### config.mk
export PLATFORM = sky130hd
export DESIGN_NAME = string_escape_utf8_decoder_core
export DESIGN_NICKNAME = d
export VERILOG_FILES = /design/src/hdl/sesc_pkg.sv /design/src/hdl/sesc_front.sv /design/src/hdl/sesc_queue.sv /design/src/hdl/sesc_back.sv /design/src/hdl/string_escape_utf8_decoder_core.sv
export SDC_FILE = /design/constraint.sdc
export NUM_CORES = 1
export LEC_CHECK = 0
export ABC_AREA = 1
export BUFFER_PORTS_ARGS = -buffer_cell sky130_fd_sc_hd__buf_2
export CORE_UTILIZATION = 63
export CTS_CLUSTER_DIAMETER = 30
export CTS_CLUSTER_SIZE = 40
export DETAILED_ROUTE_END_ITERATION = 10
export GPL_ROUTABILITY_DRIVEN = 0
export HOLD_SLACK_MARGIN = 0.08
export PLACE_DENSITY = 0.85
export SYNTH_ARGS = -nofsm -noshare
export SYNTH_HDL_FRONTEND = slang
export SYNTH_HIERARCHICAL = 1
export SYNTH_SLANG_ARGS = --single-unit
export TNS_END_PERCENT = 30
### constraint.sdc
create_clock -name clk -period 3.4 [get_ports clk]
set_input_delay 0 -clock clk [delete_from_list [all_inputs] [get_ports clk]]
set_output_delay 0 -clock clk [all_outputs]
set_load 0.02 [all_outputs]
### src/hdl/sesc_pkg.sv
// Package with the shared types, character codes and constants of the string decoder.
`timescale 1ns / 1ps

package sesc_pkg;

  localparam int QUEUE_DEPTH = 4;

  localparam logic [7:0] CH_NEWLINE   = 8'h0A;
  localparam logic [7:0] CH_BACKSLASH = 8'h5C;
  localparam logic [7:0] CH_LOWER_U   = 8'h75;
  localparam logic [7:0] CH_UPPER_U   = 8'h55;
  localparam logic [7:0] CH_LOWER_N   = 8'h6E;

  localparam logic [1:0] ERR_NONE    = 2'd0;
  localparam logic [1:0] ERR_NEWLINE = 2'd1;
  localparam logic [1:0] ERR_HEX     = 2'd2;

  localparam logic [3:0] DIGITS_SHORT = 4'd4;
  localparam logic [3:0] DIGITS_LONG  = 4'd8;

  localparam logic [31:0] LIMIT_1BYTE = 32'h80;
  localparam logic [31:0] LIMIT_2BYTE = 32'h800;
  localparam logic [31:0] LIMIT_3BYTE = 32'h10000;
  localparam logic [7:0]  LEAD_2BYTE  = 8'hC0;
  localparam logic [7:0]  LEAD_3BYTE  = 8'hE0;
  localparam logic [7:0]  LEAD_4BYTE  = 8'hF0;
  localparam logic [7:0]  CONT_MARK   = 8'h80;
  localparam logic [5:0]  CONT_MASK   = 6'h3F;

  typedef enum logic [1:0] {
    PH_NORMAL = 2'd0,
    PH_ESCAPE = 2'd1,
    PH_HEX    = 2'd2
  } phase_t;

  typedef struct packed {
    logic [7:0] in_byte;
    logic       escapes_on;
    logic       multiline;
    logic       first_of_string;
  } in_word_t;

  typedef struct packed {
    logic [7:0] out_byte;
    logic       last;
    logic [1:0] error;
  } out_word_t;

  typedef struct packed {
    logic [1:0]      last_idx;
    logic [3:0][7:0] bytes;
    logic [1:0]      error;
  } cmd_t;

endpackage

### src/hdl/sesc_front.sv
// Front end: accepts input words, tracks escape state and builds output commands.
`timescale 1ns / 1ps

module sesc_front (
  input  logic               clk,
  input  logic               rst_n,
  input  logic               in_valid,
  output logic               in_ready,
  input  sesc_pkg::in_word_t in_data,
  input  logic               q_full,
  output logic               push,
  output sesc_pkg::cmd_t     push_cmd
);

  sesc_pkg::phase_t phase_r, phase_nxt, phase_cur;
  logic [3:0]  digits_r, digits_nxt, digits_cur;
  logic [31:0] code_r, code_nxt, code_cur;
  logic        emitted_r, emitted_nxt, emitted_cur;
  logic        errseen_r, errseen_nxt, errseen_cur;

  logic        in_fire;
  logic        has_result;
  logic        hex_ok;
  logic [3:0]  hex_d;
  logic [31:0] code_shift;
  logic [3:0]  digits_dec;
  logic [7:0]  b;

  assign in_ready = !q_full;
  assign in_fire  = in_valid && in_ready;
  assign push     = in_fire && has_result;
  assign b        = in_data.in_byte;

  always_comb begin
    phase_cur   = in_data.first_of_string ? sesc_pkg::PH_NORMAL : phase_r;
    digits_cur  = in_data.first_of_string ? 4'd0 : digits_r;
    code_cur    = in_data.first_of_string ? 32'd0 : code_r;
    emitted_cur = in_data.first_of_string ? 1'b0 : emitted_r;
    errseen_cur = in_data.first_of_string ? 1'b0 : errseen_r;
  end

  always_comb begin
    hex_ok = 1'b1;
    hex_d  = 4'd0;
    if (b >= 8'h30 && b <= 8'h39) begin
      hex_d = 4'(b - 8'h30);
    end else if (b >= 8'h61 && b <= 8'h66) begin
      hex_d = 4'(b - 8'h57);
    end else if (b >= 8'h41 && b <= 8'h46) begin
      hex_d = 4'(b - 8'h37);
    end else begin
      hex_ok = 1'b0;
    end
  end

  assign code_shift = {code_cur[27:0], hex_d};
  assign digits_dec = digits_cur - 4'd1;

  always_comb begin
    phase_nxt   = phase_cur;
    digits_nxt  = digits_cur;
    code_nxt    = code_cur;
    errseen_nxt = errseen_cur;
    emitted_nxt = emitted_cur | (has_result && push_cmd.error == sesc_pkg::ERR_NONE);
    if (!errseen_cur) begin
      unique case (phase_cur)
        sesc_pkg::PH_ESCAPE: begin
          phase_nxt = sesc_pkg::PH_NORMAL;
          if (b == sesc_pkg::CH_LOWER_U || b == sesc_pkg::CH_UPPER_U) begin
            phase_nxt  = sesc_pkg::PH_HEX;
            digits_nxt = (b == sesc_pkg::CH_LOWER_U) ? sesc_pkg::DIGITS_SHORT
                                                     : sesc_pkg::DIGITS_LONG;
            code_nxt   = 32'd0;
          end
        end
        sesc_pkg::PH_HEX: begin
          if (!hex_ok) begin
            phase_nxt   = sesc_pkg::PH_NORMAL;
            digits_nxt  = 4'd0;
            code_nxt    = 32'd0;
            errseen_nxt = 1'b1;
          end else begin
            code_nxt   = code_shift;
            digits_nxt = digits_dec;
            if (digits_dec == 4'd0) begin
              phase_nxt = sesc_pkg::PH_NORMAL;
            end
          end
        end
        default: begin
          phase_nxt = sesc_pkg::PH_NORMAL;
          if (b == sesc_pkg::CH_NEWLINE) begin
            if (!in_data.multiline) begin
              digits_nxt  = 4'd0;
              code_nxt    = 32'd0;
              errseen_nxt = 1'b1;
            end
          end else if (in_data.escapes_on && b == sesc_pkg::CH_BACKSLASH) begin
            phase_nxt = sesc_pkg::PH_ESCAPE;
          end
        end
      endcase
    end
  end

  always_comb begin
    has_result        = 1'b0;
    push_cmd.last_idx = 2'd0;
    push_cmd.bytes    = '0;
    push_cmd.error    = sesc_pkg::ERR_NONE;
    if (!errseen_cur) begin
      unique case (phase_cur)
        sesc_pkg::PH_ESCAPE: begin
          if (b != sesc_pkg::CH_LOWER_U && b != sesc_pkg::CH_UPPER_U) begin
            has_result        = 1'b1;
            push_cmd.bytes[0] = (b == sesc_pkg::CH_LOWER_N) ? sesc_pkg::CH_NEWLINE : b;
          end
        end
        sesc_pkg::PH_HEX: begin
          if (!hex_ok) begin
            has_result     = 1'b1;
            push_cmd.error = sesc_pkg::ERR_HEX;
          end else if (digits_dec == 4'd0) begin
            has_result = 1'b1;
            if (code_shift < sesc_pkg::LIMIT_1BYTE) begin
              push_cmd.bytes[0] = code_shift[7:0];
            end else if (code_shift < sesc_pkg::LIMIT_2BYTE) begin
              push_cmd.last_idx = 2'd1;
              push_cmd.bytes[0] = code_shift[13:6] | sesc_pkg::LEAD_2BYTE;
              push_cmd.bytes[1] = {2'b00, code_shift[5:0] & sesc_pkg::CONT_MASK}
                                  | sesc_pkg::CONT_MARK;
            end else if (code_shift < sesc_pkg::LIMIT_3BYTE) begin
              push_cmd.last_idx = 2'd2;
              push_cmd.bytes[0] = code_shift[19:12] | sesc_pkg::LEAD_3BYTE;
              push_cmd.bytes[1] = {2'b00, code_shift[11:6]} | sesc_pkg::CONT_MARK;
              push_cmd.bytes[2] = {2'b00, code_shift[5:0]} | sesc_pkg::CONT_MARK;
            end else begin
              push_cmd.last_idx = 2'd3;
              push_cmd.bytes[0] = code_shift[25:18] | sesc_pkg::LEAD_4BYTE;
              push_cmd.bytes[1] = {2'b00, code_shift[17:12]} | sesc_pkg::CONT_MARK;
              push_cmd.bytes[2] = {2'b00, code_shift[11:6]} | sesc_pkg::CONT_MARK;
              push_cmd.bytes[3] = {2'b00, code_shift[5:0]} | sesc_pkg::CONT_MARK;
            end
          end
        end
        default: begin
          if (b == sesc_pkg::CH_NEWLINE) begin
            if (!in_data.multiline) begin
              has_result     = 1'b1;
              push_cmd.error = sesc_pkg::ERR_NEWLINE;
            end else if (emitted_cur) begin
              has_result        = 1'b1;
              push_cmd.bytes[0] = b;
            end
          end else if (!(in_data.escapes_on && b == sesc_pkg::CH_BACKSLASH)) begin
            has_result        = 1'b1;
            push_cmd.bytes[0] = b;
          end
        end
      endcase
    end
  end

  always_ff @(posedge clk) begin
    if (!rst_n) begin
      phase_r   <= sesc_pkg::PH_NORMAL;
      digits_r  <= 4'd0;
      code_r    <= 32'd0;
      emitted_r <= 1'b0;
      errseen_r <= 1'b0;
    end else if (in_fire) begin
      phase_r   <= phase_nxt;
      digits_r  <= digits_nxt;
      code_r    <= code_nxt;
      emitted_r <= emitted_nxt;
      errseen_r <= errseen_nxt;
    end
  end

endmodule

### src/hdl/sesc_queue.sv
// Command queue between the front end and the output sequencer.
`timescale 1ns / 1ps

module sesc_queue #(
  parameter int DEPTH = sesc_pkg::QUEUE_DEPTH
) (
  input  logic           clk,
  input  logic           rst_n,
  input  logic           push,
  input  sesc_pkg::cmd_t push_cmd,
  output logic           full,
  input  logic           pop,
  output logic           head_valid,
  output sesc_pkg::cmd_t head_cmd
);

  localparam int PW = (DEPTH > 1) ? $clog2(DEPTH) : 1;
  localparam int CW = $clog2(DEPTH + 1);

  sesc_pkg::cmd_t entries_r [DEPTH];
  logic [PW-1:0] wr_ptr_r, wr_ptr_nxt, rd_ptr_r, rd_ptr_nxt;
  logic [CW-1:0] count_r, count_nxt;

  assign full       = (count_r == CW'(DEPTH));
  assign head_valid = (count_r != '0);
  assign head_cmd   = entries_r[rd_ptr_r];

  always_comb begin
    wr_ptr_nxt = wr_ptr_r;
    rd_ptr_nxt = rd_ptr_r;
    count_nxt  = count_r;
    if (push) begin
      wr_ptr_nxt = (wr_ptr_r == PW'(DEPTH - 1)) ? '0 : wr_ptr_r + PW'(1);
    end
    if (pop) begin
      rd_ptr_nxt = (rd_ptr_r == PW'(DEPTH - 1)) ? '0 : rd_ptr_r + PW'(1);
    end
    if (push && !pop) begin
      count_nxt = count_r + CW'(1);
    end else if (pop && !push) begin
      count_nxt = count_r - CW'(1);
    end
  end

  always_ff @(posedge clk) begin
    if (push) begin
      entries_r[wr_ptr_r] <= push_cmd;
    end
  end

  always_ff @(posedge clk) begin
    if (!rst_n) begin
      wr_ptr_r <= '0;
      rd_ptr_r <= '0;
      count_r  <= '0;
    end else begin
      wr_ptr_r <= wr_ptr_nxt;
      rd_ptr_r <= rd_ptr_nxt;
      count_r  <= count_nxt;
    end
  end

endmodule

### src/hdl/sesc_back.sv
// Back end: sends each queued command out one word at a time through an output register.
`timescale 1ns / 1ps

module sesc_back (
  input  logic                clk,
  input  logic                rst_n,
  input  logic                head_valid,
  input  sesc_pkg::cmd_t      head_cmd,
  output logic                pop,
  output logic                out_valid,
  input  logic                out_ready,
  output sesc_pkg::out_word_t out_data
);

  logic [1:0]          idx_r, idx_nxt;
  logic                out_valid_r, out_valid_nxt;
  sesc_pkg::out_word_t out_word_r, out_word_nxt;
  logic                load;
  logic                at_last;

  assign load      = head_valid && (!out_valid_r || out_ready);
  assign at_last   = (idx_r == head_cmd.last_idx);
  assign pop       = load && at_last;
  assign out_valid = out_valid_r;
  assign out_data  = out_word_r;

  always_comb begin
    idx_nxt       = idx_r;
    out_valid_nxt = out_valid_r;
    out_word_nxt  = out_word_r;
    if (load) begin
      out_valid_nxt         = 1'b1;
      out_word_nxt.out_byte = head_cmd.bytes[idx_r];
      out_word_nxt.last     = at_last;
      out_word_nxt.error    = head_cmd.error;
      idx_nxt               = at_last ? 2'd0 : idx_r + 2'd1;
    end else if (out_ready) begin
      out_valid_nxt = 1'b0;
    end
  end

  always_ff @(posedge clk) begin
    out_word_r <= out_word_nxt;
  end

  always_ff @(posedge clk) begin
    if (!rst_n) begin
      idx_r       <= 2'd0;
      out_valid_r <= 1'b0;
    end else begin
      idx_r       <= idx_nxt;
      out_valid_r <= out_valid_nxt;
    end
  end

endmodule

### src/hdl/string_escape_utf8_decoder_core.sv
// Top level of the string unescaper with UTF-8 encoding of hex escapes.
//
//   Channel  Ports                         Moves
//   input    in_valid, in_ready, in_data   one body byte with string flags per word
//   output   out_valid, out_ready, out_data one decoded byte, last flag, error code
//
// The front end takes one input word per cycle while the command queue has room.
// Each word makes zero or one queue command; the back end sends one output word per
// cycle while out_ready allows, and pops a command once its last byte is loaded.
// First output passes through the queue entry and then the output register.
// rst_n is synchronous and clears the escape state, the queue and out_valid.
// Stalls on out_ready fill the queue, and in_ready drops once it is full.
`timescale 1ns / 1ps

module string_escape_utf8_decoder_core #(
  parameter int QUEUE_DEPTH = sesc_pkg::QUEUE_DEPTH
) (
  input  logic                clk,
  input  logic                rst_n,
  input  logic                in_valid,
  output logic                in_ready,
  input  sesc_pkg::in_word_t  in_data,
  output logic                out_valid,
  input  logic                out_ready,
  output sesc_pkg::out_word_t out_data
);

  logic           q_full;
  logic           push;
  sesc_pkg::cmd_t push_cmd;
  logic           pop;
  logic           head_valid;
  sesc_pkg::cmd_t head_cmd;

  sesc_front u_front (
    .clk      (clk),
    .rst_n    (rst_n),
    .in_valid (in_valid),
    .in_ready (in_ready),
    .in_data  (in_data),
    .q_full   (q_full),
    .push     (push),
    .push_cmd (push_cmd)
  );

  sesc_queue #(
    .DEPTH (QUEUE_DEPTH)
  ) u_queue (
    .clk        (clk),
    .rst_n      (rst_n),
    .push       (push),
    .push_cmd   (push_cmd),
    .full       (q_full),
    .pop        (pop),
    .head_valid (head_valid),
    .head_cmd   (head_cmd)
  );

  sesc_back u_back (
    .clk        (clk),
    .rst_n      (rst_n),
    .head_valid (head_valid),
    .head_cmd   (head_cmd),
    .pop        (pop),
    .out_valid  (out_valid),
    .out_ready  (out_ready),
    .out_data   (out_data)
  );

endmodule
== Word-level counts from Yosys, hierarchy flattened ==
Memory sizes are Yosys's and may differ from the RTL's. A register that Yosys moved wholly into a read port is not among the register bits.
Cells that the tools add are included.

* Logic and storage cells: 151
* Memories: 1
* Bits of input ports: 15
* Bits in latches: 0
* RAM bits: 144
* Bits in registers: 61
* Output and inout port bits: 13
* ROM bits: 0

* Magnitude comparators: 10
* Multiply operators: 0
* Shift-type cells: 0
* Divide/modulo/power cells: 0
* Mux-type cells: 81
* Equality and inequality tests: 13
* Bitwise logic cells: 1
* Add/subtract/negate cells: 9
* Reduce and logical (&&, ||, !) cells: 23

{| class="wikitable"
|+ Memory list
! name !! depth !! bits a word !! rd ports !! clocked after Yosys merged registers in !! write ports !! RTL line !! source
|-
| u_queue.entries_r || 4 || 36 || 1 || 1 || 1 || sesc_queue.sv:20 || <nowiki>sesc_pkg::cmd_t entries_r [DEPTH];</nowiki>
|}

{| class="wikitable"
|+ Operators by type and width
! kind !! number
|-
| 2-to-1 mux 32 bit || 6
|-
| 2-to-1 mux 8 bit || 9
|-
| 2-to-1 mux 34 bit || 2
|-
| one-hot mux 32 bit (2 select lines) || 1
|-
| 2-to-1 mux 26 bit || 2
|-
| 2-to-1 mux 4 bit || 10
|-
| 2-to-1 mux 36 bit || 1
|-
| equality test 8 x 7 -> 1 bit, second input constant || 4
|-
| less-than comparator 32 x 12 -> 1 bit, second input constant || 1
|-
| less-than comparator 32 x 17 -> 1 bit, second input constant || 1
|-
| less-than comparator 32 x 8 -> 1 bit, second input constant || 1
|-
| 2-to-1 mux 16 bit || 2
|-
| 2-to-1 mux 2 bit || 13
|-
| 2-to-1 mux 1 bit || 25
|-
| 2-to-1 mux 22 bit || 1
|-
| binary-select mux 8 bit (select 2 bit) || 1
|-
| >= comparator 8 x 7 -> 1 bit, second input constant || 2
|-
| <= comparator 8 x 7 -> 1 bit, second input constant || 2
|-
| != test 8 x 7 -> 1 bit, second input constant || 2
|-
| one-hot mux 8 bit (2 select lines) || 1
|-
| logical AND 1 bit || 12
|-
| equality test 8 x 4 -> 1 bit, second input constant || 1
|-
| >= comparator 8 x 6 -> 1 bit, second input constant || 1
|-
| <= comparator 8 x 6 -> 1 bit, second input constant || 1
|-
| other kinds (21) || 35
|}

== Longest topological paths before layout ==
Gate-level depths: netlist of run 1.

* Depth after elaboration: 16
* Depth in mapped cells: 22
* Gate-level depth less buffers: 21

== Cells and area by module ==
The synthesis of run 1 kept the hierarchy.

{| class="wikitable"
|+ By module, submodules not included
! module !! instances !! cells an instance !! area an instance (µm²) !! sequential area each (µm²)
|-
| sesc_queue || 1 || 408 || 6,103.4 || 4,504.3
|-
| sesc_front || 1 || 612 || 3,604.7 || 720.7
|-
| sesc_back || 1 || 87 || 778.2 || 390.4
|}

== Worst setup path after synthesis of run 1 ==
OpenSTA, ideal clock, no wires.

* Kind: input to register
* Start point: in in_data[0] in the netlist's numbering
* End point: mem u_queue/entries_r[0][0] in the netlist's numbering, enable pin
* Data required time: 3.009 ns
* Stages on the path: 13
* Path slack: 0.397 ns
* Library setup time: 0.391 ns
* Arrival time: 2.613 ns
* Cell sequence: inv_2 buf_6 clkbuf_1 nand2_1 ha_1 nor2_2 inv_1 buf_2 o21ai_0 nand2_1 nor2_1 nand2_1 inv_1

* Cells in the longest elaborated chain, start to end: 10
* Elaborated cells between the ends (all ways): 18
* Classes of those cells: 1 x add/sub; 2 x eq/ne; 13 x mux; 2 x reduce/logical

{| class="wikitable"
|+ RTL lines
! item !! RTL line !! source
|-
| start, declared || string_escape_utf8_decoder_core.sv:22 || <nowiki>input sesc_pkg::in_word_t in_data,</nowiki>
|-
| 2-to-1 mux 4 bit || sesc_front.sv:36 || <nowiki>digits_cur = in_data.first_of_string ? 4'd0 : digits_r;</nowiki>
|-
| subtractor 4 x 1 -> 4 bit || sesc_front.sv:57 || <nowiki>assign digits_dec = digits_cur - 4'd1;</nowiki>
|-
| logical NOT 4 bit || sesc_front.sv:123 || <nowiki>end else if (digits_dec == 4'd0) begin</nowiki>
|-
| 2-to-1 mux 1 bit || sesc_front.sv:123 ||
|-
| 2-to-1 mux 1 bit || sesc_front.sv:120 || <nowiki>if (!hex_ok) begin</nowiki>
|-
| one-hot mux 1 bit (2 select lines) || sesc_front.sv:112 || <nowiki>unique case (phase_cur)</nowiki>
|-
| 2-to-1 mux 1 bit (*) || sesc_front.sv:111 || <nowiki>if (!errseen_cur) begin</nowiki>
|-
| logical AND 1 bit (*) || sesc_front.sv:31 || <nowiki>assign push = in_fire && has_result;</nowiki>
|-
| via push || string_escape_utf8_decoder_core.sv:29 || <nowiki>logic push;</nowiki>
|-
| 2-to-1 mux 1 bit (*) || sesc_queue.sv:46 || <nowiki>if (push) begin</nowiki>
|-
| 2-to-1 mux 1 bit (not written as such) (*) || sesc_queue.sv:47 || <nowiki>entries_r[wr_ptr_r] <= push_cmd;</nowiki>
|-
| end, declared || sesc_queue.sv:20 ||
|}

Mark *: on every way through the listed nets, which the timed path passes. The rest lies on a longest branch.

== Final worst setup path of run 1 ==
* Start point: in in_data[4] in the netlist's numbering
* End point: reg u_queue.count_r[1]

* Elaborated cells between the ends (all ways): 30
* Classes of those cells: 6 x order compare; 4 x eq/ne; 10 x mux; 10 x reduce/logical

{| class="wikitable"
|+ RTL lines
! item !! RTL line !! source
|-
| >= comparator 8 x 7 -> 1 bit / <= comparator 8 x 7 -> 1 bit (equally long branches) || sesc_front.sv:49 || <nowiki>end else if (b >= 8'h41 && b <= 8'h46) begin</nowiki>
|-
| logical AND 1 bit || sesc_front.sv:49 ||
|-
| 2-to-1 mux 1 bit || sesc_front.sv:49 ||
|-
| 2-to-1 mux 1 bit || sesc_front.sv:47 || <nowiki>end else if (b >= 8'h61 && b <= 8'h66) begin</nowiki>
|-
| 2-to-1 mux 1 bit || sesc_front.sv:45 || <nowiki>if (b >= 8'h30 && b <= 8'h39) begin</nowiki>
|-
| 2-to-1 mux 1 bit || sesc_front.sv:120 ||
|-
| one-hot mux 1 bit (2 select lines) (*) || sesc_front.sv:112 ||
|-
| 2-to-1 mux 1 bit (*) || sesc_front.sv:111 ||
|-
| logical AND 1 bit (*) || sesc_front.sv:31 ||
|-
| via push || string_escape_utf8_decoder_core.sv:29 ||
|-
| logical AND 1 bit (*) || sesc_queue.sv:38 || <nowiki>if (push && !pop) begin</nowiki>
|-
| 2-to-1 mux 3 bit (*) || sesc_queue.sv:38 ||
|-
| via u_queue.count_nxt[1] || sesc_queue.sv:22 || <nowiki>logic [CW-1:0] count_r, count_nxt;</nowiki>
|-
| end signal, assigned || sesc_queue.sv:59 || <nowiki>count_r <= count_nxt;</nowiki>
|-
| end, declared || sesc_queue.sv:22 ||
|}

Marked as above.
A chain may end at the register's enable or synchronous reset.

==> results of run 1 <==
-- state kept, by name (all words and copies together) (netlist names), 3 cells and up, named ones only --
register / flops
u_front/code_r: 28
u_queue/entries_r: 144
u_front/digits_r: 4
u_queue/count_r: 3
u_back/out_data: 11
-- worst min-delay path: stages --
cell and delay (ns):
buf_2 0.13, o22ai_1 0.17, nor2_1 0.12
-- cell usage after synthesis (4+ instances only) --
| library cell | instances |
|---|---|
| nor2_1 | 159 |
| edfxtp_1 | 155 |
| nand2_1 | 132 |
| inv_1 | 107 |
| o21ai_0 | 98 |
| a21oi_1 | 50 |
| dfxtp_1 | 48 |
| nand3_1 | 37 |
| o22ai_1 | 37 |
| o21ai_1 | 34 |
| o21ai_2 | 30 |
| nand4_1 | 24 |
| nor2_2 | 22 |
| buf_6 | 19 |
| o22ai_2 | 19 |
| ha_1 | 15 |
| nor3_1 | 15 |
| clkbuf_1 | 13 |
| nand2_2 | 13 |
| buf_4 | 12 |
| buf_2 | 8 |
| inv_2 | 8 |
| nor2_4 | 8 |
| o211ai_1 | 5 |
| a22oi_1 | 4 |
| nand3_2 | 4 |
-- final cells by class --
cell class                 count  area (um2)  area share, %
tap                          216       270.3          2.254
timing repair buffer          54       360.3          3.006
clock inverter                24       250.2          2.087
sequential                   203        5617          46.85
clock buffer                  46        1032          8.610
inverter                     118       462.9          3.861
multi-input combinational    733        3996          33.33
-- cell families after synthesis --
logic type               synth area share (%)
AO/OA/AOI/OAI                           17.49
XOR/XNOR                               0.1671
AND/OR/NAND/NOR                         18.36
other                                 0.03576
adder cells (fa/ha/maj)                 1.981
buffers and inverters                   8.412
flip-flops                              53.55
-- what timing repair did --
action,4_1_cts,5_1_grt
buffers inserted,0,0
endpoints found under the hold margin,35,0
hold buffers,9,0
endpoints found under the setup margin,0,0
-- routing by layer --
layer  track usage (%)  vias to the layer above  wire length, um
met3             6.515                      106             2774
met5                 0                        -                0
li1                  -                     3927                -
met4             15.42                        0             1004
met1             41.46                     3936             9981
met2             54.25                      591            12630
-- power by group through the flow --
stage / Clock, uW / Combinational [uW] / Sequential (uW)
2_1_floorplan: 0 / 2070 / 3450
3_3_place_gp: 0 / 2670 / 3400
3_5_place_dp: 0 / 2740 / 3420
4_1_cts: 3740 / 2810 / 3390
5_1_grt: 3860 / 3130 / 3430
6_report: 3710 / 2870 / 3390
-- worst min path at each step --
stage	start	slack [ns]	end	cells past startpoint
finish	in_data[10]	0.1	u_queue/entries_r[0][9]	3
global route	in_data[10]	0.14	u_queue/entries_r[2][9]	3
CTS	in_data[10]	0.08	u_queue/entries_r[0][9]	3
detailed placement	out_ready	0.43	u_back/out_valid	4
global placement	out_ready	0.42	u_back/out_valid	4
floorplan	rst_n	0.12	u_queue/count_r[2]	2
-- metrics by stage --
stage               setup WS [ns]  total power, uW  util, %
floorplan                  0.3965             5519        -
global placement           0.6983             6071    66.11
detailed placement         0.5797             6167    66.11
CTS                        0.4994             9940    74.66
global route               0.1862            10430    74.66
finish                     0.4279             9967    74.66
==> metrics.csv, run 1 <==
metric;value;unit
clock period minus final worst setup slack;2.972;ns
Worst-path clk slew;0.06;ns
I/O Buffers;27;
final net count;1180;
crit path from;in_data[4];
Setup crit end kind;register;
Critical Path Max Stage Delay;0.54;ns
Min Hold Slack;0.09854;ns
yosys warns;6;
number of synthesized flops with an enable pin;155;
clock skew;0.02503;ns
insertion delay to the later sink of the worst-skew pair;0.51;ns
Clock Sink Count;203;
Crit Path Class;in2reg;
Clock power frac;37.2;%
die area;17160;um2
Num CTS Buffers;39;
vias in the first global route;8286;
synthesized area per cell;9.473;um2
pin count of the biggest net entering global routing;55;
post-layout instance area;11990;um2
crit-path cells;dlygate4sd3_1 > buf_2 > inv_1 > ha_1 > nor2_1 > nand2_1 > nand3_2 > nand2_1 > nand2_1 > nand2_1 > nand2_1 > nand2_1 > nor2_1 > ha_1 > inv_1 > fa_1 > o21ai_0 > nor2_1;
Crit path max-delay family;simple AND/OR/NAND/NOR gates;
Die H;131.0;um
last element of the critical path;u_queue/count_r[1];
ys async rst share;0;%
via count;8560;
TritonCTS clock tree;done;
final worst-path cycle share;87.41;%
most common cell after layout, fill and taps aside;nor2_1;
Worst R2R Path Depth;14;
RSZ-0062 raised after global routing;false;
type of the worst min-delay path;in2reg;
final setup fails;0;
Routed WL per cell;18.93;um
FILL cells;1027;
Die X-Extent;131.0;um
PD cells;831.4;nW/um2
Max IR drop VDD;0.4750;mV
setup TNS;0;ns
Routed Antenna Nets;0;
P_int;6493;uW
Max Clock Freq;0.3365;GHz
first-pass GRT wire length;42670;um
Max-slew headroom;43.98;%
area leader, netlist;edfxtp_1;
gr ovfl total;0;
Area growth, synth to finish;14.33;%
share of layout cells above drive strength 1;19.19;%
Core ar.;16060;um2
Mapped Area;10490;um2
Vias/cell;6.141;
MaxCap Viol Count;0;
# placed instances;1315;
antenna violations before repair;0;
CP bufs+invs;4;
Comb power frac;28.8;%
Placed Area;10620;um2
final wirelength;26390;um
Mapped Cells;1107;
HPWL after detailed placement;15650;um
H-tree levels;2;
ant diodes;0;
status;completed;
register area share after synthesis;53.55;%
CP Depth;18;
post-CTS resize count;0;
final cell count without fillers;1394;
row cnt;46;
Total Routing Usage GR;32.75;%
commonest non-fill, non-tap cells in the layout;nor2_1 (159), edfxtp_1 (155), nand2_1 (132), inv_1 (107), o21ai_0 (98);
Clock Path Buffers;3;
top post-synthesis cells by area;edfxtp_1 (44%), dfxtp_1 (9.2%), nor2_1 (5.7%), nand2_1 (4.7%), o21ai_0 (4.7%);
Final Hold Viols;0;
First DRT Iteration DRCs;990;
Seq pwr share;34.0;%
Residual DRC;0;
drt pass-1 iters;6;
FF-to-FF End;u_queue/count_r[1];
flop2flop setup slack;0.46;ns
Critical-path top delay cell;dlygate4sd3_1;
sw frac;34.85;%
Worst-Margin Slew;0.8393;ns
clock root cell;clkbuf_16;
Synth top area share;44.39;%
Lkg Pwr;0.004756;uW
most frequent cell on the critical path;nand2_1;
Required @ worst endpoint;3.78;ns
final slew viol count;0;
library cells used by synthesis;50;
type of origin of the critical path;input port;
Yosys reg bits;203;
worst-path fanout max;6;
Initial Utilization;65.30;%
Critical Path AT;3.35;ns
I/O pins;28;
Sw Pwr;3474;uW
dominant synthesized flop cell;edfxtp_1;
No activity file was read; power rests on OpenSTA's default activity.
==> inputs of run 2 (changes only) <==
--- a/config.mk
+++ b/config.mk
@@ -6,7 +6,7 @@
 export NUM_CORES = 1
 export LEC_CHECK = 0
 export ABC_AREA = 1
-export BUFFER_PORTS_ARGS = -buffer_cell sky130_fd_sc_hd__buf_2
+export BUFFER_PORTS_ARGS = -buffer_cell sky130_fd_sc_hd__buf_4
 export CORE_UTILIZATION = 63
 export CTS_CLUSTER_DIAMETER = 30
 export CTS_CLUSTER_SIZE = 40
@@ -14,6 +14,7 @@
 export GPL_ROUTABILITY_DRIVEN = 0
 export HOLD_SLACK_MARGIN = 0.08
 export PLACE_DENSITY = 0.85
+export SLEW_MARGIN = 10
 export SYNTH_ARGS = -nofsm -noshare
 export SYNTH_HDL_FRONTEND = slang
 export SYNTH_HIERARCHICAL = 1
==> constraint.sdc (replaced) <==
create_clock -name clk -period 3.4 [get_ports clk]
set_input_delay 0.17 -clock clk [delete_from_list [all_inputs] [get_ports clk]]
set_output_delay 0.17 -clock clk [all_outputs]
set_load 0.02 [all_outputs]
==> metrics.csv, run 2 (synthesis results as in run 1) <==
metric;value;unit;change
Critical Path Max Stage Delay;0.37;ns;-0.17 ns
Final Hold Viols;0;;unchanged
Critical Path AT;3.22;ns;-0.13 ns
antenna violations before repair;0;;unchanged
share of layout cells above drive strength 1;18.99;%;-0.19 points
Crit Path Class;reg2reg;;
FF-to-FF End;u_queue/count_r[2];;
final wirelength;26720;um;+1.2%
sw frac;34.35;%;-0.50 points
first-pass GRT wire length;42210;um;-1.1%
Core ar.;16060;um2;unchanged
Worst-Margin Slew;0.8343;ns;-0.004976 ns
pin count of the biggest net entering global routing;57;;+3.6%
Required @ worst endpoint;3.80;ns;+0.02 ns
HPWL after detailed placement;16120;um;+3.0%
flop2flop setup slack;0.58;ns;+0.12 ns
max FFs per register;144;;unchanged
most common cell after layout, fill and taps aside;nor2_1;;
TritonCTS clock tree;done;;
Multi-input gate area;3996;um2;unchanged
Area growth, synth to finish;14.31;%;about the same
type of origin of the critical path;register;;
Max-slew headroom;44.38;%;+0.39 points
commonest non-fill, non-tap cells in the layout;nor2_1 (159), edfxtp_1 (155), nand2_1 (132), inv_1 (107), o21ai_0 (98);;
I/O pins;28;;unchanged
Worst-path clk slew;0.05;ns;about the same
via count;8560;;unchanged
clock root cell;clkbuf_16;;
Num CTS Buffers;36;;-7.7%
final net count;1172;;-0.68%
PD cells;830.4;nW/um2;-0.11%
post-CTS resize count;0;;unchanged
Register Area;5617;um2;unchanged
MaxCap Viol Count;0;;unchanged
final core utilization;74.65;%;about the same
Routed WL per cell;19.29;um;+1.9%
cell count of the worst hold path;4;;+1
H-tree levels;2;;unchanged
Setup Buffers After CTS;0;;unchanged
final worst-path cycle share;83.06;%;-4.4 points
crit-path cells;nand2_1 > ha_1 > xnor2_1 > nor2_2 > nand2_2 > nand2_1 > nand2_1 > nand2_1 > nand2_1 > nor2_1 > ha_1 > inv_1 > fa_1 > inv_1 > nand2_1 > nand3_1 > nand2_1 > inv_1 > nor2_1;;
I/O Buffers;27;;unchanged
P_int;6535;uW;+0.64%
Routed Antenna Nets;0;;unchanged
worst r2r src;u_front/digits_r[0];;
CP bufs+invs;3;;-1
Lkg Pwr;0.004750;uW;-0.13%
die area;17160;um2;unchanged
drt pass-1 iters;8;;+2
setup TNS;0;ns;unchanged
row cnt;46;;unchanged
Clock power frac;36.2;%;-1.0 points
gr ovfl total;0;;unchanged
Comb power frac;29.7;%;+0.9 points
Setup crit end kind;register;;
Total Routing Usage GR;32.56;%;-0.19 points
final slew viol count;0;;unchanged
Worst R2R Path Depth;19;;+5
most frequent cell on the critical path;nand2_1;;
vias in the first global route;8287;;+0.012%
insertion delay to the later sink of the worst-skew pair;0.51;ns;about the same
Initial Utilization;65.30;%;unchanged
CP Depth;19;;+1
RSZ-0062 raised after global routing;false;;
ant diodes;0;;unchanged
type of the worst min-delay path;in2reg;;
hold-fix buffers at CTS;1;;-8
Max IR drop VDD;0.5021;mV;+5.7%
Residual DRC;0;;unchanged
Die X-Extent;131.0;um;unchanged
Vias/cell;6.181;;+0.65%
clock skew;0.02107;ns;-0.003952 ns
FILL cells;1029;;+0.19%
Largest Register;u_queue/entries_r;;
worst-path fanout max;6;;unchanged
First DRT Iteration DRCs;1147;;+16%
Clock Sink Count;203;;unchanged
crit path from;u_front/digits_r[0];;
Sw Pwr;3419;uW;-1.6%
Seq pwr share;34.1;%;about the same
Critical-path top delay cell;fa_1;;
status;completed;;
final setup fails;0;;unchanged
Max Clock Freq;0.3541;GHz;+5.2%
Crit path max-delay family;simple AND/OR/NAND/NOR gates;;
clock period minus final worst setup slack;2.824;ns;-0.1479 ns
last element of the critical path;u_queue/count_r[2];;
Die H;131.0;um;unchanged
Clock Path Buffers;3;;unchanged
## run 2: cell count changes in the layout (fill, tap and decap cells not counted), moves of 2 or more
cell,delta
clkinv_1,+2
buf_4,+27
buf_2,-27
buf_12,+3
inv_6,-5
clkinv_4,-5
dlygate4sd3_1,-8
clkinv_2,+3
## run 2: metrics by stage
step	setup WS [ns]	hold WS (ns)	power, uW	instances	cell area [um2]
after CTS	0.6075	0.1000	9907	1385	11990
after detailed placement	0.3800	0.4789	6255	1318	10740
after floorplan	0.2265	0.2913	5519	1109	10490
after global placement	0.5210	0.4636	6150	1318	10740
after global routing	0.3593	0.1358	10360	1385	11990
final	0.5758	0.1082	9954	1385	11990
## run 2: worst min path at each step
stage / startpoint / end / slack [ns]
global placement: u_front/emitted_r / u_front/emitted_r / 0.46
detailed placement: u_front/emitted_r / u_front/emitted_r / 0.48
global route: out_ready / u_back/out_valid / 0.14
finish: out_ready / u_back/out_valid / 0.11
CTS: out_ready / u_back/out_valid / 0.10
floorplan: rst_n / u_queue/count_r[2] / 0.29
## run 2: power groups by stage
| stage | sequential (uW) | clock, uW | combinational [uW] |
|---|---|---|---|
| after global placement | 3400 | 0 | 2750 |
| final | 3390 | 3600 | 2960 |
| after detailed placement | 3420 | 0 | 2830 |
| after global routing | 3430 | 3730 | 3190 |
| after CTS | 3390 | 3630 | 2890 |
| after floorplan | 3450 | 0 | 2070 |
## run 2: layer usage
metal  GRT usage, %  share of wire (%)
met3          6.678                 10
met1          39.58                 37
met5              0                  0
met2          55.31                 49
met4          16.16                4.1
## run 2: worst min-delay path: cells and delay by family
family / cells / cell delay (ns)
buffers and inverters: 2 / 0.13
AO/OA/AOI/OAI: 1 / 0.12
AND/OR/NAND/NOR: 1 / 0.13
## run 2: cell type report
type                            instances  share of cell area (%)
Clock buffer                           45                   8.319
Clock inverter                         21                   1.962
Inverter                              118                   3.862
Multi-Input combinational cell        733                   33.34
Sequential cell                       203                   46.86
Tap cell                              216                   2.255
Timing Repair Buffer                   49                   3.403
==> inputs of run 3 (changes only) <==
==> constraint.sdc (replaced) <==
create_clock -name clk -period 2.96 [get_ports clk]
set_input_delay 0.148 -clock clk [delete_from_list [all_inputs] [get_ports clk]]
set_output_delay 0.148 -clock clk [all_outputs]
set_load 0.02 [all_outputs]
==> metrics.csv, run 3 (synthesis results as in run 1) <==
metric;value;unit;change
Area growth, synth to finish;16.00;%;
PD cells;960.1;nW/um2;+16%
type of the worst min-delay path;in2reg;;
final setup fails;0;;unchanged
status;completed;;
Routed WL per cell;18.96;um;-1.7%
final wirelength;26510;um;-0.76%
Required @ worst endpoint;3.19;ns;-0.61 ns
post-layout instance area;12160;um2;+1.5%
Largest Register;u_queue/entries_r;;
final slew viol count;0;;unchanged
Max-slew headroom;59.21;%;+15 points
type of origin of the critical path;input port;;
Initial Utilization;65.30;%;unchanged
insertion delay to the later sink of the worst-skew pair;0.52;ns;about the same
I/O pins;28;;unchanged
commonest non-fill, non-tap cells in the layout;nor2_1 (158), edfxtp_1 (155), nand2_1 (131), inv_1 (105), o21ai_0 (98);;
Critical-path top delay cell;dlygate4sd3_1;;
Max Clock Freq;0.3679;GHz;
Final Hold Viols;0;;unchanged
via count;8599;;+0.46%
Routed Antenna Nets;0;;unchanged
die area;17160;um2;unchanged
most common cell after layout, fill and taps aside;nor2_1;;
Placed Area;10790;um2;+0.47%
final cell count without fillers;1398;;+0.94%
Vias/cell;6.151;;-0.48%
clock root cell;clkbuf_16;;
worst-path fanout max;27;;+21
most frequent cell on the critical path;nand2_1;;
Setup crit end kind;register;;
Clock Sink Count;203;;unchanged
Total Routing Usage GR;32.29;%;-0.27 points
HPWL after detailed placement;15900;um;-1.4%
Max IR drop VDD;0.5230;mV;+4.2%
vias in the first global route;8253;;-0.41%
drt pass-1 iters;8;;unchanged
final net count;1183;;+0.94%
crit-path cells;dlygate4sd3_1 > buf_4 > inv_4 > nand2_2 > ha_1 > xnor2_1 > nor2_2 > nand2_2 > nand2_1 > nand2_1 > nand2_1 > nand2_1 > nor2_2 > buf_4 > nand2_1 > clkinvlp_4 > buf_12;;
cell count of the worst hold path;5;;+1
gr ovfl total;0;;unchanged
# placed instances;1322;;+0.30%
clock period minus final worst setup slack;2.718;ns;
TritonCTS clock tree;done;;
Final Total Pwr;11680;uW;+17%
final worst-path cycle share;91.83;%;
RSZ-0062 raised after global routing;false;;
row cnt;46;;unchanged
ant diodes;0;;unchanged
max FFs per register;144;;unchanged
I/O Buffers;27;;unchanged
Clock Path Buffers;3;;unchanged
share of layout cells above drive strength 1;20.47;%;+1.5 points
H-tree levels;2;;unchanged
Lkg Pwr;0.004801;uW;+1.1%
clock skew;0.03216;ns;+0.01109 ns
Die X-Extent;131.0;um;unchanged
antenna violations before repair;0;;unchanged
Critical Path Max Stage Delay;0.55;ns;+0.18 ns
Worst-path clk slew;0.05;ns;about the same
first-pass GRT wire length;41990;um;-0.54%
pin count of the biggest net entering global routing;59;;+3.5%
Num CTS Buffers;38;;+5.6%
First DRT Iteration DRCs;1157;;+0.87%
Worst-Margin Slew;0.6096;ns;-0.2247 ns
Crit Path Class;in2reg;;
Die H;131.0;um;unchanged
Residual DRC;0;;unchanged
Core ar.;16060;um2;unchanged
MaxCap Viol Count;0;;unchanged
Worst R2R Path Depth;14;;-5
Critical Path AT;2.95;ns;-0.27 ns
run 3: path summary, 6_finish.rpt:
kind                        from                        to  slack (ns)
min reg2reg    u_front/emitted_r         u_front/emitted_r        0.48
max                   in_data[0]  u_queue/entries_r[0][20]        0.24
max reg2reg  u_front/digits_r[1]  u_queue/entries_r[0][20]        0.33
min                   in_data[7]       u_front/digits_r[2]        0.13
run 3: through the flow:
step / utilization (%) / worst slack (ns) / setup TNS [ns] / hold WS, ns
after floorplan: - / -0.1915 / -13.80 / 0.2693
after global placement: 67.22 / 0.2907 / 0 / 0.4623
after detailed placement: 67.22 / 0.2008 / 0 / 0.4698
after CTS: 75.56 / 0.1142 / 0 / 0.1099
after global routing: 75.75 / 0.05096 / 0 / 0.1417
final: 75.75 / 0.2417 / 0 / 0.1313
run 3: critical path: cells and delay by family:
family        cells  cell delay [ns]
xor+xnor          1             0.23
fa+ha+maj         1             0.21
buf+inv           6             1.50
simple gates      9             0.83
run 3: final cells by class:
type	instances	area, um2
Multi-Input combinational cell	733	4001
Inverter	118	473.0
Tap cell	216	270.3
Sequential cell	203	5617
Clock buffer	42	1030
Fill cell	1023	3894
Timing Repair Buffer	58	493.0
Clock inverter	28	280.3
run 3: repair_timing:
item	4_1_cts	5_1_grt
hold endpoints to repair	23	0
resized for setup	0	3
endpoints found under the setup margin	0	48
buffers inserted	0	3
hold buffers	3	0
run 3: where the power goes:
group          internal [uW]  leakage [uW]  total [uW]  switching, uW
clock network           2820      0.000626        4370           1550
logic                   1130       0.00236        3420           2290
registers               3650       0.00182        3890            239
total                   7600       0.00480       11700           4080
run 3: layer usage:
layer | vias up | part of all wire (%) | routed length (um) | track usage [%]
met5 | - | 0 | 0 | 0
met3 | 117 | 9.1 | 2424 | 4.927
li1 | 3947 | - | - | -
met1 | 4007 | 38 | 9950 | 40.23
met4 | 0 | 4.6 | 1226 | 17.31
met2 | 528 | 49 | 12910 | 54.40
